[src/rtl/core/pcfd_pkg.sv]
// Package for the paired-contact feedback debounce core: widths, types, defaults.
package pcfd_pkg;

  // Field widths
  localparam int unsigned RawW   = 16;
  localparam int unsigned StampW = 32;
  localparam int unsigned DbW    = 16;
  localparam int unsigned MaskW  = 8;

  // Defaults
  localparam int unsigned GroupsDefault   = 8;
  localparam logic [DbW-1:0] DebounceReset = DbW'(20);

  // Request codes
  typedef enum logic {
    REQ_INIT   = 1'b0,
    REQ_SAMPLE = 1'b1
  } req_e;

  // One contact pair: positive and negative contact
  typedef struct packed {
    logic neg;
    logic pos;
  } pair_t;

endpackage

[src/rtl/core/pcfd_in_if.sv]
// Input channel: one feedback sample with its request type and timestamp.
interface pcfd_in_if;
  logic                           valid;
  logic                           ready;
  logic                           req_type;
  logic [pcfd_pkg::RawW-1:0]      feedback_bits;
  logic [pcfd_pkg::StampW-1:0]    now_ms;

  modport source (output valid, req_type, feedback_bits, now_ms, input ready);
  modport sink   (input valid, req_type, feedback_bits, now_ms, output ready);
endinterface

[src/rtl/core/pcfd_out_if.sv]
// Output channel: raw word and classification masks of the stable pairs.
interface pcfd_out_if;
  logic                           valid;
  logic                           ready;
  logic [pcfd_pkg::RawW-1:0]      raw_word;
  logic [pcfd_pkg::MaskW-1:0]     on_groups;
  logic [pcfd_pkg::MaskW-1:0]     off_groups;
  logic [pcfd_pkg::MaskW-1:0]     mismatch_groups;
  logic [pcfd_pkg::MaskW-1:0]     stable_positive;
  logic [pcfd_pkg::MaskW-1:0]     stable_negative;

  modport source (output valid, raw_word, on_groups, off_groups, mismatch_groups,
                  stable_positive, stable_negative, input ready);
  modport sink   (input valid, raw_word, on_groups, off_groups, mismatch_groups,
                  stable_positive, stable_negative, output ready);
endinterface

[src/rtl/core/pcfd_lane.sv]
// Debounce lane for one contact group: stable pair, candidate pair and stamp.
module pcfd_lane (
  input  logic                        clk_i,
  input  logic                        rst_ni,
  input  logic                        en_i,
  input  logic                        req_i,
  input  pcfd_pkg::pair_t             raw_pair_i,
  input  logic [pcfd_pkg::StampW-1:0] now_i,
  input  logic [pcfd_pkg::DbW-1:0]    debounce_i,
  output pcfd_pkg::pair_t             stable_d_o
);

  pcfd_pkg::pair_t                 stable_q, stable_d;
  pcfd_pkg::pair_t                 cand_q, cand_d;
  logic [pcfd_pkg::StampW-1:0]     stamp_q, stamp_d;
  logic [pcfd_pkg::StampW-1:0]     elapsed;

  // Init load, else candidate tracking and promotion after the debounce time
  always_comb begin
    cand_d   = cand_q;
    stamp_d  = stamp_q;
    stable_d = stable_q;
    elapsed  = '0;
    if (req_i == pcfd_pkg::REQ_INIT) begin
      stable_d = raw_pair_i;
      cand_d   = raw_pair_i;
      stamp_d  = now_i;
    end else begin
      if (raw_pair_i != cand_q) begin
        cand_d  = raw_pair_i;
        stamp_d = now_i;
      end
      elapsed = now_i - stamp_d;
      if ((stable_q != cand_d) &&
          (elapsed >= {{(pcfd_pkg::StampW-pcfd_pkg::DbW){1'b0}}, debounce_i})) begin
        stable_d = cand_d;
      end
    end
  end

  // Lane state, updated on each input transfer
  always_ff @(posedge clk_i or negedge rst_ni) begin
    if (!rst_ni) begin
      stable_q <= '0;
      cand_q   <= '0;
      stamp_q  <= '0;
    end else if (en_i) begin
      stable_q <= stable_d;
      cand_q   <= cand_d;
      stamp_q  <= stamp_d;
    end
  end

  assign stable_d_o = stable_d;

endmodule

[src/rtl/core/pcfd_merge.sv]
// Merge stage: classifies the lanes' stable pairs and holds the output register.
module pcfd_merge #(
  parameter int unsigned Lanes = pcfd_pkg::MaskW
) (
  input  logic                      clk_i,
  input  logic                      rst_ni,
  input  logic                      load_i,
  input  logic [pcfd_pkg::RawW-1:0] raw_i,
  input  pcfd_pkg::pair_t [Lanes-1:0] pairs_i,
  output logic                      load_ready_o,
  pcfd_out_if.source                out_o
);

  logic                         valid_q;
  logic [pcfd_pkg::RawW-1:0]    raw_q;
  logic [pcfd_pkg::MaskW-1:0]   on_d, off_d, mis_d, pos_d, neg_d;
  logic [pcfd_pkg::MaskW-1:0]   on_q, off_q, mis_q, pos_q, neg_q;

  // Per-group classification; masks above the lane count stay zero
  always_comb begin
    on_d  = '0;
    off_d = '0;
    mis_d = '0;
    pos_d = '0;
    neg_d = '0;
    for (int unsigned g = 0; g < Lanes; g++) begin
      on_d[g]  = pairs_i[g].pos & pairs_i[g].neg;
      off_d[g] = ~pairs_i[g].pos & ~pairs_i[g].neg;
      mis_d[g] = pairs_i[g].pos ^ pairs_i[g].neg;
      pos_d[g] = pairs_i[g].pos;
      neg_d[g] = pairs_i[g].neg;
    end
  end

  // Output valid
  always_ff @(posedge clk_i or negedge rst_ni) begin
    if (!rst_ni) begin
      valid_q <= 1'b0;
    end else if (load_i) begin
      valid_q <= 1'b1;
    end else if (out_o.ready) begin
      valid_q <= 1'b0;
    end
  end

  // Output payload
  always_ff @(posedge clk_i) begin
    if (load_i) begin
      raw_q <= raw_i;
      on_q  <= on_d;
      off_q <= off_d;
      mis_q <= mis_d;
      pos_q <= pos_d;
      neg_q <= neg_d;
    end
  end

  assign load_ready_o          = ~valid_q | out_o.ready;
  assign out_o.valid           = valid_q;
  assign out_o.raw_word        = raw_q;
  assign out_o.on_groups       = on_q;
  assign out_o.off_groups      = off_q;
  assign out_o.mismatch_groups = mis_q;
  assign out_o.stable_positive = pos_q;
  assign out_o.stable_negative = neg_q;

endmodule

[src/rtl/core/paired_contact_feedback_debounce_core.sv]
// Top level of the paired-contact feedback debounce core.
// The result of an input transfer is valid in the output register in the next cycle.
// Throughput: one sample per cycle while the output is not stalled; all group lanes update in the same cycle.
// A new sample is taken while the output register is empty or being drained.
// Reset: all pairs, stamps and the output valid clear; debounce time resets to 20 ms.
module paired_contact_feedback_debounce_core #(
  parameter int unsigned GROUPS = pcfd_pkg::GroupsDefault
) (
  input  logic                     clk_i,
  input  logic                     rst_ni,
  input  logic                     cfg_we_i,
  input  logic [pcfd_pkg::DbW-1:0] cfg_wdata_i,
  pcfd_in_if.sink                  in_i,
  pcfd_out_if.source               out_o
);

  localparam int unsigned OutLanes = (GROUPS < pcfd_pkg::MaskW) ? GROUPS : pcfd_pkg::MaskW;

  logic [pcfd_pkg::DbW-1:0]        debounce_q;
  logic                            load_ready;
  logic                            accept;
  pcfd_pkg::pair_t [GROUPS-1:0]    raw_pairs;
  pcfd_pkg::pair_t [GROUPS-1:0]    stable_pairs;

  // Debounce time register
  always_ff @(posedge clk_i or negedge rst_ni) begin
    if (!rst_ni) begin
      debounce_q <= pcfd_pkg::DebounceReset;
    end else if (cfg_we_i) begin
      debounce_q <= cfg_wdata_i;
    end
  end

  assign in_i.ready = load_ready;
  assign accept     = in_i.valid & load_ready;

  // One lane per group; groups past the raw word see open contacts
  for (genvar g = 0; g < GROUPS; g++) begin : g_lane
    if (2 * g + 1 < pcfd_pkg::RawW) begin : g_in_word
      assign raw_pairs[g].pos = in_i.feedback_bits[2*g];
      assign raw_pairs[g].neg = in_i.feedback_bits[2*g+1];
    end else begin : g_beyond
      assign raw_pairs[g] = '0;
    end

    pcfd_lane u_lane (
      .clk_i      (clk_i),
      .rst_ni     (rst_ni),
      .en_i       (accept),
      .req_i      (in_i.req_type),
      .raw_pair_i (raw_pairs[g]),
      .now_i      (in_i.now_ms),
      .debounce_i (debounce_q),
      .stable_d_o (stable_pairs[g])
    );
  end

  pcfd_merge #(
    .Lanes (OutLanes)
  ) u_merge (
    .clk_i        (clk_i),
    .rst_ni       (rst_ni),
    .load_i       (accept),
    .raw_i        (in_i.feedback_bits),
    .pairs_i      (stable_pairs[OutLanes-1:0]),
    .load_ready_o (load_ready),
    .out_o        (out_o)
  );

endmodule

[src/flat_wrapper.sv]
// flat-port wrapper written by rule: the top's interface ports become plain ports
module paired_contact_feedback_debounce_core_flat 
#(
  parameter int unsigned GROUPS = pcfd_pkg::GroupsDefault
)
  (clk_i, rst_ni, cfg_we_i, cfg_wdata_i, in_i_valid, in_i_req_type, in_i_feedback_bits, in_i_now_ms, in_i_ready, out_o_valid, out_o_raw_word, out_o_on_groups, out_o_off_groups, out_o_mismatch_groups, out_o_stable_positive, out_o_stable_negative, out_o_ready);
  pcfd_in_if in_i_i ();
  pcfd_out_if out_o_i ();
  input  logic clk_i;
  input  logic rst_ni;
  input  logic cfg_we_i;
  input  logic [pcfd_pkg::DbW-1:0] cfg_wdata_i;
  input wire logic [$bits(in_i_i.valid)-1:0] in_i_valid;
  input wire logic [$bits(in_i_i.req_type)-1:0] in_i_req_type;
  input wire logic [$bits(in_i_i.feedback_bits)-1:0] in_i_feedback_bits;
  input wire logic [$bits(in_i_i.now_ms)-1:0] in_i_now_ms;
  output wire logic [$bits(in_i_i.ready)-1:0] in_i_ready;
  output wire logic [$bits(out_o_i.valid)-1:0] out_o_valid;
  output wire logic [$bits(out_o_i.raw_word)-1:0] out_o_raw_word;
  output wire logic [$bits(out_o_i.on_groups)-1:0] out_o_on_groups;
  output wire logic [$bits(out_o_i.off_groups)-1:0] out_o_off_groups;
  output wire logic [$bits(out_o_i.mismatch_groups)-1:0] out_o_mismatch_groups;
  output wire logic [$bits(out_o_i.stable_positive)-1:0] out_o_stable_positive;
  output wire logic [$bits(out_o_i.stable_negative)-1:0] out_o_stable_negative;
  input wire logic [$bits(out_o_i.ready)-1:0] out_o_ready;
  assign in_i_i.valid = in_i_valid;
  assign in_i_i.req_type = in_i_req_type;
  assign in_i_i.feedback_bits = in_i_feedback_bits;
  assign in_i_i.now_ms = in_i_now_ms;
  assign in_i_ready = in_i_i.ready;
  assign out_o_valid = out_o_i.valid;
  assign out_o_raw_word = out_o_i.raw_word;
  assign out_o_on_groups = out_o_i.on_groups;
  assign out_o_off_groups = out_o_i.off_groups;
  assign out_o_mismatch_groups = out_o_i.mismatch_groups;
  assign out_o_stable_positive = out_o_i.stable_positive;
  assign out_o_stable_negative = out_o_i.stable_negative;
  assign out_o_i.ready = out_o_ready;
  paired_contact_feedback_debounce_core #(.GROUPS(GROUPS)) u_core (.clk_i(clk_i), .rst_ni(rst_ni), .cfg_we_i(cfg_we_i), .cfg_wdata_i(cfg_wdata_i), .in_i(in_i_i), .out_o(out_o_i));
endmodule
[config.mk]
export PLATFORM = sky130hd
export DESIGN_NAME = paired_contact_feedback_debounce_core_flat
export DESIGN_NICKNAME = d
export VERILOG_FILES = /design/src/rtl/core/pcfd_pkg.sv /design/src/rtl/core/pcfd_in_if.sv /design/src/rtl/core/pcfd_out_if.sv /design/src/rtl/core/pcfd_lane.sv /design/src/rtl/core/pcfd_merge.sv /design/src/rtl/core/paired_contact_feedback_debounce_core.sv /design/src/flat_wrapper.sv
export SDC_FILE = /design/constraint.sdc
export NUM_CORES = 2
export LEC_CHECK = 0
export ABC_AREA = 1
export ABC_CLOCK_PERIOD_IN_PS = 6000
export BUFFER_PORTS_ARGS = -buffer_cell sky130_fd_sc_hd__clkbuf_2
export CAP_MARGIN = 15
export CORE_UTILIZATION = 30
export CTS_BUF_LIST = sky130_fd_sc_hd__clkbuf_16
export CTS_CLUSTER_SIZE = 8
export DETAILED_ROUTE_END_ITERATION = 8
export MAX_ROUTING_LAYER = met4
export PLACE_DENSITY = 0.51
export SETUP_SLACK_MARGIN = 0.15
export SLEW_MARGIN = 40
export SYNTH_ARGS = -nofsm -noshare
export SYNTH_HDL_FRONTEND = slang
export SYNTH_SLANG_ARGS = --single-unit
[constraint.sdc]
create_clock -name clk_i -period 6 [get_ports clk_i]
set_clock_uncertainty 0.05 [all_clocks]
set_input_delay 0.6 -clock clk_i [delete_from_list [all_inputs] [get_ports clk_i]]
set_output_delay 0.6 -clock clk_i [all_outputs]
set_load 0.02 [all_outputs]
---- After elaboration in Yosys (flattened, before gate mapping) ----
Index checks and enable logic that the tools add are counted.
word-level totals
  bits in registers ....................... 361
  latch bits .............................. 0
  bits in writable memories ............... 0
  memory bits (read-only) ................. 0
  bits of input ports ..................... 70
  output and inout bits ................... 58
  memories kept ........................... 0
cells by class
  add/subtract/negate cells ............... 8
  $mul .................................... 0
  div/mod/pow operators ................... 0
  $lt $le $gt $ge ......................... 8
  eq/ne operators ......................... 16
  shifts and indexed selects .............. 0
  multiplexer cells ....................... 66
  bitwise logic cells ..................... 43
  reductions and logical operators ........ 9
operators with widths
  operator                                          count
  32-bit two-way mux                                24
  32-bit by 16-bit >= comparator with 1-bit output  8
  32-bit subtractor                                 8
  2-bit two-way mux                                 40
  2-bit != test                                     16
  1-bit bitwise AND                                 17
  1-bit inverter                                    17
  1-bit logical AND                                 8
  1-bit bitwise XOR                                 8
  1-bit two-way mux                                 2
  2-bit nonzero test                                1
  1-bit OR                                          1

---- Longest topological paths before layout ----
  depth after elaboration ................. 10
  gate-level depth with buffers ........... 36
  gate-level depth less buffers ........... 34

---- Modules after synthesis ----
Synthesis repeated with hierarchy kept, for this count alone.
unflattened totals
  cells, all modules ...................... 6845
  area, all modules ....................... 44003.5 µm²
by module, submodules not included
  module                                   instances  cells an instance  area each (µm²)  seq. area each (µm²)
  pcfd_lane (u_core.g_lane[0].u_lane ...)  6          836                5185.0           900.9
  pcfd_lane (u_core.g_lane[6].u_lane ...)  2          833                5126.2           900.9
  pcfd_merge                               1          93                 1986.9           1706.6
  paired_contact_feedback_debounce_core    1          70                 654.4            402.9

---- Least setup slack after synthesis ----
OpenSTA, ideal clock, no wires.
  path kind ............................... input port to flip-flop
  start point ............................. in in_i_feedback_bits[12]
  end point ............................... reg u_core.u_merge.mis_q (netlist bit u_core.u_merge.out_o.mismatch_groups[6]) (data pin)
  arrival ................................. 4.318 ns
  required time ........................... 5.698 ns
  slack ................................... 1.380 ns
  stages .................................. 35
  cell sequence ........................... inv_1 > nand2_1 > nand2_2 > nand2_1 > clkbuf_1 > clkbuf_1 > inv_1 > o21ai_0 > ha_1 > inv_1 > ha_1 > inv_1 > nand2_1 > nand3_1 > nand2_1 > nand2_1 > nand2_1 > xor2_1 > ha_1 > nand2_1 > nor2_1 > a211oi_1 > o21ai_0 > nand2_1 > nand2_1 > a21oi_1 > nand3_1 > nor2_1 > nand3_1 > nor2_1 > nand2_1 > nand2_1 > nand2_1 > nand2_1 > nand2_1
on the way
  longest elaborated chain between the ends .. 9
RTL lines
  element                                           line                source
  start: declaration                                flat_wrapper.sv:15  input wire logic [$bits(in_i_i.feedback_bits)-1:0] in_i_feedback_bits;
  2-bit != test                                     pcfd_lane.sv:29     if (raw_pair_i != cand_q) begin
  32-bit two-way mux                                pcfd_lane.sv:29
  32-bit two-way mux                                pcfd_lane.sv:24     if (req_i == pcfd_pkg::REQ_INIT) begin
  32-bit subtractor                                 pcfd_lane.sv:33     elapsed = now_i - stamp_d;
  32-bit by 16-bit >= comparator with 1-bit output  pcfd_lane.sv:35     (elapsed >= {{(pcfd_pkg::StampW-pcfd_pkg::DbW){1'b0}}, debounce_i})) begin
  1-bit logical AND                                 pcfd_lane.sv:34     if ((stable_q != cand_d) &&
  2-bit two-way mux                                 pcfd_lane.sv:34
  2-bit two-way mux (*)                             pcfd_lane.sv:24
  1-bit bitwise XOR (*)                             pcfd_merge.sv:29    mis_d[g] = pairs_i[g].pos ^ pairs_i[g].neg;
  named net u_core.u_merge.mis_d (one bit)          pcfd_merge.sv:16    logic [pcfd_pkg::MaskW-1:0] on_d, off_d, mis_d, pos_d, neg_d;
  end signal: assignment                            pcfd_merge.sv:52    mis_q <= mis_d;
  end: declaration                                  pcfd_merge.sv:17    logic [pcfd_pkg::MaskW-1:0] on_q, off_q, mis_q, pos_q, neg_q;
The timed path passes the listed nets; every way through them passes the cells marked *. The select of a mux whose other input is x is not followed.
A chain may end at the register's enable or synchronous reset.

==> out/qor.csv <==
stage,metric,value,unit
final_layout,area_delta_synth_final,13.0,%
clock_tree,holdBufCountCts,1,
timing,tightest_slew,0.957,ns
worst_setup_path,cpLargestDelayFamily,simple AND/OR/NAND/NOR gates,
synth,avgSynthCellArea,6.11,sq um
synth,synth_compound_area_share,15.3,%
final_layout,fillers,14700,
floorplan,fp.dieH,369,microns
worst_setup_path,cpMaxStageDelayCell,nand2_2,
timing,finalWorstSetupSlack,0.801,ns
clock_tree,cts_setup_buffers,0,
synth,synth.area.mux_share,0.0279,%
worst_setup_path,cp_slowest_stage_delay,0.45,ns
floorplan,initial_core_util,30.2,%
drt,drt_wl_total,199,mm
worst_setup_path,path_max_fanout,61,
placed_design,hpwlAfterDp,150,mm
floorplan,core,133000,sq um
synth,synth-edff-count,56,
clock_tree,clk_pin_slew_worst_paths,0.06,ns
final_layout,drive_above_1_share,10.9,%
worst_setup_path,required,6.39,ns
drt,drt_iter0_drc,4521,
job,cap_violations,0,
synth,synth-xor-area-share,2.43,%
timing,holdWs,0.0812,ns
floorplan,die_area,136000,sq um
placed_design,gp_congestion,1.03,
drt,ant_nets,0,
timing,final.min_clock_period,5.20,ns
drt,post_drt_wl_per_cell,23.2,microns
synth,ys.flop_type,dfrtp_1,
synth,ys_seq_area_share,23.1,%
worst_setup_path,worstSetupEndpointType,flip-flop,
synth,yosys.area_share.simple,39.3,%
drt,vias,45400,
min_path,hold_class,in2reg,
run_status,status,"finished, violations left",
final_layout,stdcell_count,8576,
timing,hold_violations,0,
global_routing,grt_max_degree,130,
power_and_ir_drop,power_leakage,24.1,nW
floorplan,die_w,369,microns
final_layout,finalNetCount,7136,
final_layout,multi_input_area,26900,sq um
clock_tree,cts_buffers,54,
placed_design,portBuffers,127,
drt,firstDrtPassIters,9,
final_layout,ff_latch_area,9320,sq um
synth,ys_warn_count,0,
clock_tree,cts_resized,0,
timing,rsz0062_at_grt,false,
synth,synth_fa_ha_area_share,9.19,%
floorplan,num_rows,134,
clock_tree,cts_tree,yes,
drt,vias_per_cell,5.29,
clock_tree,cts_root_buf,clkbuf_16,
placed_design,post-place-ws,0.504,ns
floorplan,ios,128,
timing,fin_setup_tns,0,ns
synth,synth_nets,6964,
timing,finalCritPeriodShare,86.7,%
power_and_ir_drop,p_per_area,291,nW/um^2
synth,netlist_instances,6598,
timing,slew_violations,0,
timing,finalSetupViolCount,0,
power_and_ir_drop,ir_worst_vdd,0.241,mV
synth,ys_ff_latch,361,
clock_tree,clkSinkCount,361,
synth,synthDistinctLibCells,55,
clock_tree,clock_path_buffers,3,
worst_setup_path,crit_arrival,5.59,ns
drt,drc,2,
placed_design,dp_cells,8480,
clock_tree,clock_latency,0.68,ns
timing,slew-limit-headroom,36.1,%
timing,max_freq,0.192,GHz
worst_setup_path,crit_buf_inv,3,
run_status,failed_checks,design-rule violations,
global_routing,grt-ovfl-total,0,
clock_tree,htree_levels,2,
synth,synth_top_family_by_area,simple AND/OR/NAND/NOR gates,
worst_setup_path,crit_path_frequent_cell,nand2_1,
synth,synth-async-reset-ratio,84.5,%
global_routing,track_usage,29.6,%
global_routing,antenna_found_initial,5,
synth,syn_area,40300,sq um
global_routing,grt_pass1_wl,286,mm
worst_setup_path,crit_path_start_kind,flip-flop,
worst_setup_path,criticalPathCategory,reg2reg,
global_routing,grt_pass1_vias,41900,
==> layer usage <==
layer | part of all wire (%) | track usage, % | up-vias
met5 | 0 | - | -
met4 | 6.1 | 15.5 | 0
met3 | 6.9 | 4.19 | 407
met2 | 43 | 44.7 | 1766
met1 | 44 | 38.2 | 21400
li1 | - | - | 21900
==> synth_stat cells (40+ instances only) <==
cell | n | area share [%]
nand2_1 | 2074 | 19
inv_1 | 861 | 8.0
nor2_1 | 675 | 6.3
a21oi_1 | 440 | 5.5
o21ai_0 | 337 | 4.2
nand3_1 | 306 | 3.8
dfrtp_1 | 303 | 19
ha_1 | 296 | 9.2
nand4_1 | 208 | 3.2
or2_2 | 153 | 2.4
clkbuf_1 | 114 | 1.1
a22oi_1 | 94 | 1.8
o211ai_1 | 85 | 1.6
xor2_1 | 73 | 1.6
nor3_1 | 72 | 0.89
nand2_2 | 63 | 0.98
edfxtp_1 | 56 | 4.2
nor2_2 | 40 | 0.62
==> through the flow <==
step / total power, mW / instance area [sq um] / utilization [%]
final: 13.3 / 45500 / 34.2
after global routing: 14.3 / 45500 / 34.1
after CTS: 13.2 / 45500 / 34.1
after detailed placement: 10.1 / 43900 / 32.9
after global placement: 10.1 / 43700 / 32.8
after floorplan: 7.94 / 40300 / -
==> flip-flops by register name, indices dropped and copies added (netlist names) <==
signal                                flops
u_core.u_merge.out_o.raw_word            16
u_core.g_lane.u_lane.cand_q              16
u_core.u_merge.out_o.stable_positive      8
u_core.u_merge.out_o.on_groups            8
u_core.u_merge.out_o.valid                1
u_core.u_merge.out_o.mismatch_groups      8
u_core.debounce_q                        16
u_core.g_lane.u_lane.stable_q            16
u_core.u_merge.out_o.off_groups           8
u_core.u_merge.out_o.stable_negative      8
u_core.g_lane.u_lane.stamp_q            256
==> worst register-to-register path, delay by kind of cell (launching register included) <==
family / cells / cell delay (ns)
flops: 1 / 0.40
simple gates: 16 / 2.13
fa+ha+maj: 2 / 0.66
buf+inv: 3 / 0.53
xor+xnor: 1 / 0.16
compound gates: 4 / 1.02
==> layout by cell type, fill, tap and decap left out, types with 8 or more instances in the layout <==
cell	n
nand2_1	2068
inv_1	879
nor2_1	675
a21oi_1	408
o21ai_0	336
nand3_1	306
dfrtp_1	303
ha_1	296
nand4_1	208
buf_4	156
or2_2	153
clkbuf_2	125
a22oi_1	94
o211ai_1	85
xor2_1	73
nor3_1	72
nand2_2	68
edfxtp_1	56
clkbuf_16	55
inv_2	40
nor2_2	40
xnor2_1	39
a211oi_1	28
a21oi_2	26
a21boi_0	20
o21bai_1	19
nand3b_1	19
nand3_2	18
a21o_1	14
nand4_2	13
o21a_1	12
nor4_1	11
a31oi_1	11
clkinv_1	8
==> power by group <==
part / internal (mW) / switching (mW) / leakage, nW
clock: 1.72 / 1.30 / 0.872
combinational: 2.31 / 4.86 / 19.2
sequential: 2.86 / 0.212 / 3.99
==> cell families after synthesis <==
group,count (synthesis)
simple gates,3667
fa+ha+maj,296
xor+xnor,112
mux,1
buf+inv,1078
flops,361
compound gates,1083
==> final cells by class <==
class / instances / share of cell area [%]
sequential: 361 / 20.5
timing repair buffer: 294 / 4.53
antenna: 4 / 0.0220
inverter: 900 / 7.44
tap: 1768 / 4.86
clock buffer: 55 / 3.02
multi-input combinational: 5159 / 59.2
clock inverter: 35 / 0.503
==> worst paths after layout <==
kind	startpoint	end	slack (ns)	depth (start not counted)
worst max-delay path	u_core.g_lane[1].u_lane.cand_q[0]$_DFFE_PN0P_	u_core.u_merge.out_o.mismatch_groups[1]$_DFFE_PP_	0.80	26
worst min-delay path	cfg_wdata_i[2]	u_core.debounce_q[2]$_DFFE_PN1P_	0.08	3
worst max register to register	u_core.g_lane[1].u_lane.cand_q[0]$_DFFE_PN0P_	u_core.u_merge.out_o.mismatch_groups[1]$_DFFE_PP_	0.80	26
worst min register to register	u_core.g_lane[6].u_lane.stable_q[0]$_DFFE_PN0P_	u_core.g_lane[6].u_lane.stable_q[0]$_DFFE_PN0P_	0.45	2
max in group asynchronous	rst_ni	u_core.g_lane[0].u_lane.stamp_q[0]$_DFFE_PN0P_	4.08	4
min in group asynchronous	rst_ni	u_core.g_lane[2].u_lane.stable_q[0]$_DFFE_PN0P_	0.48	2
Power figures use the tool's default switching activity.
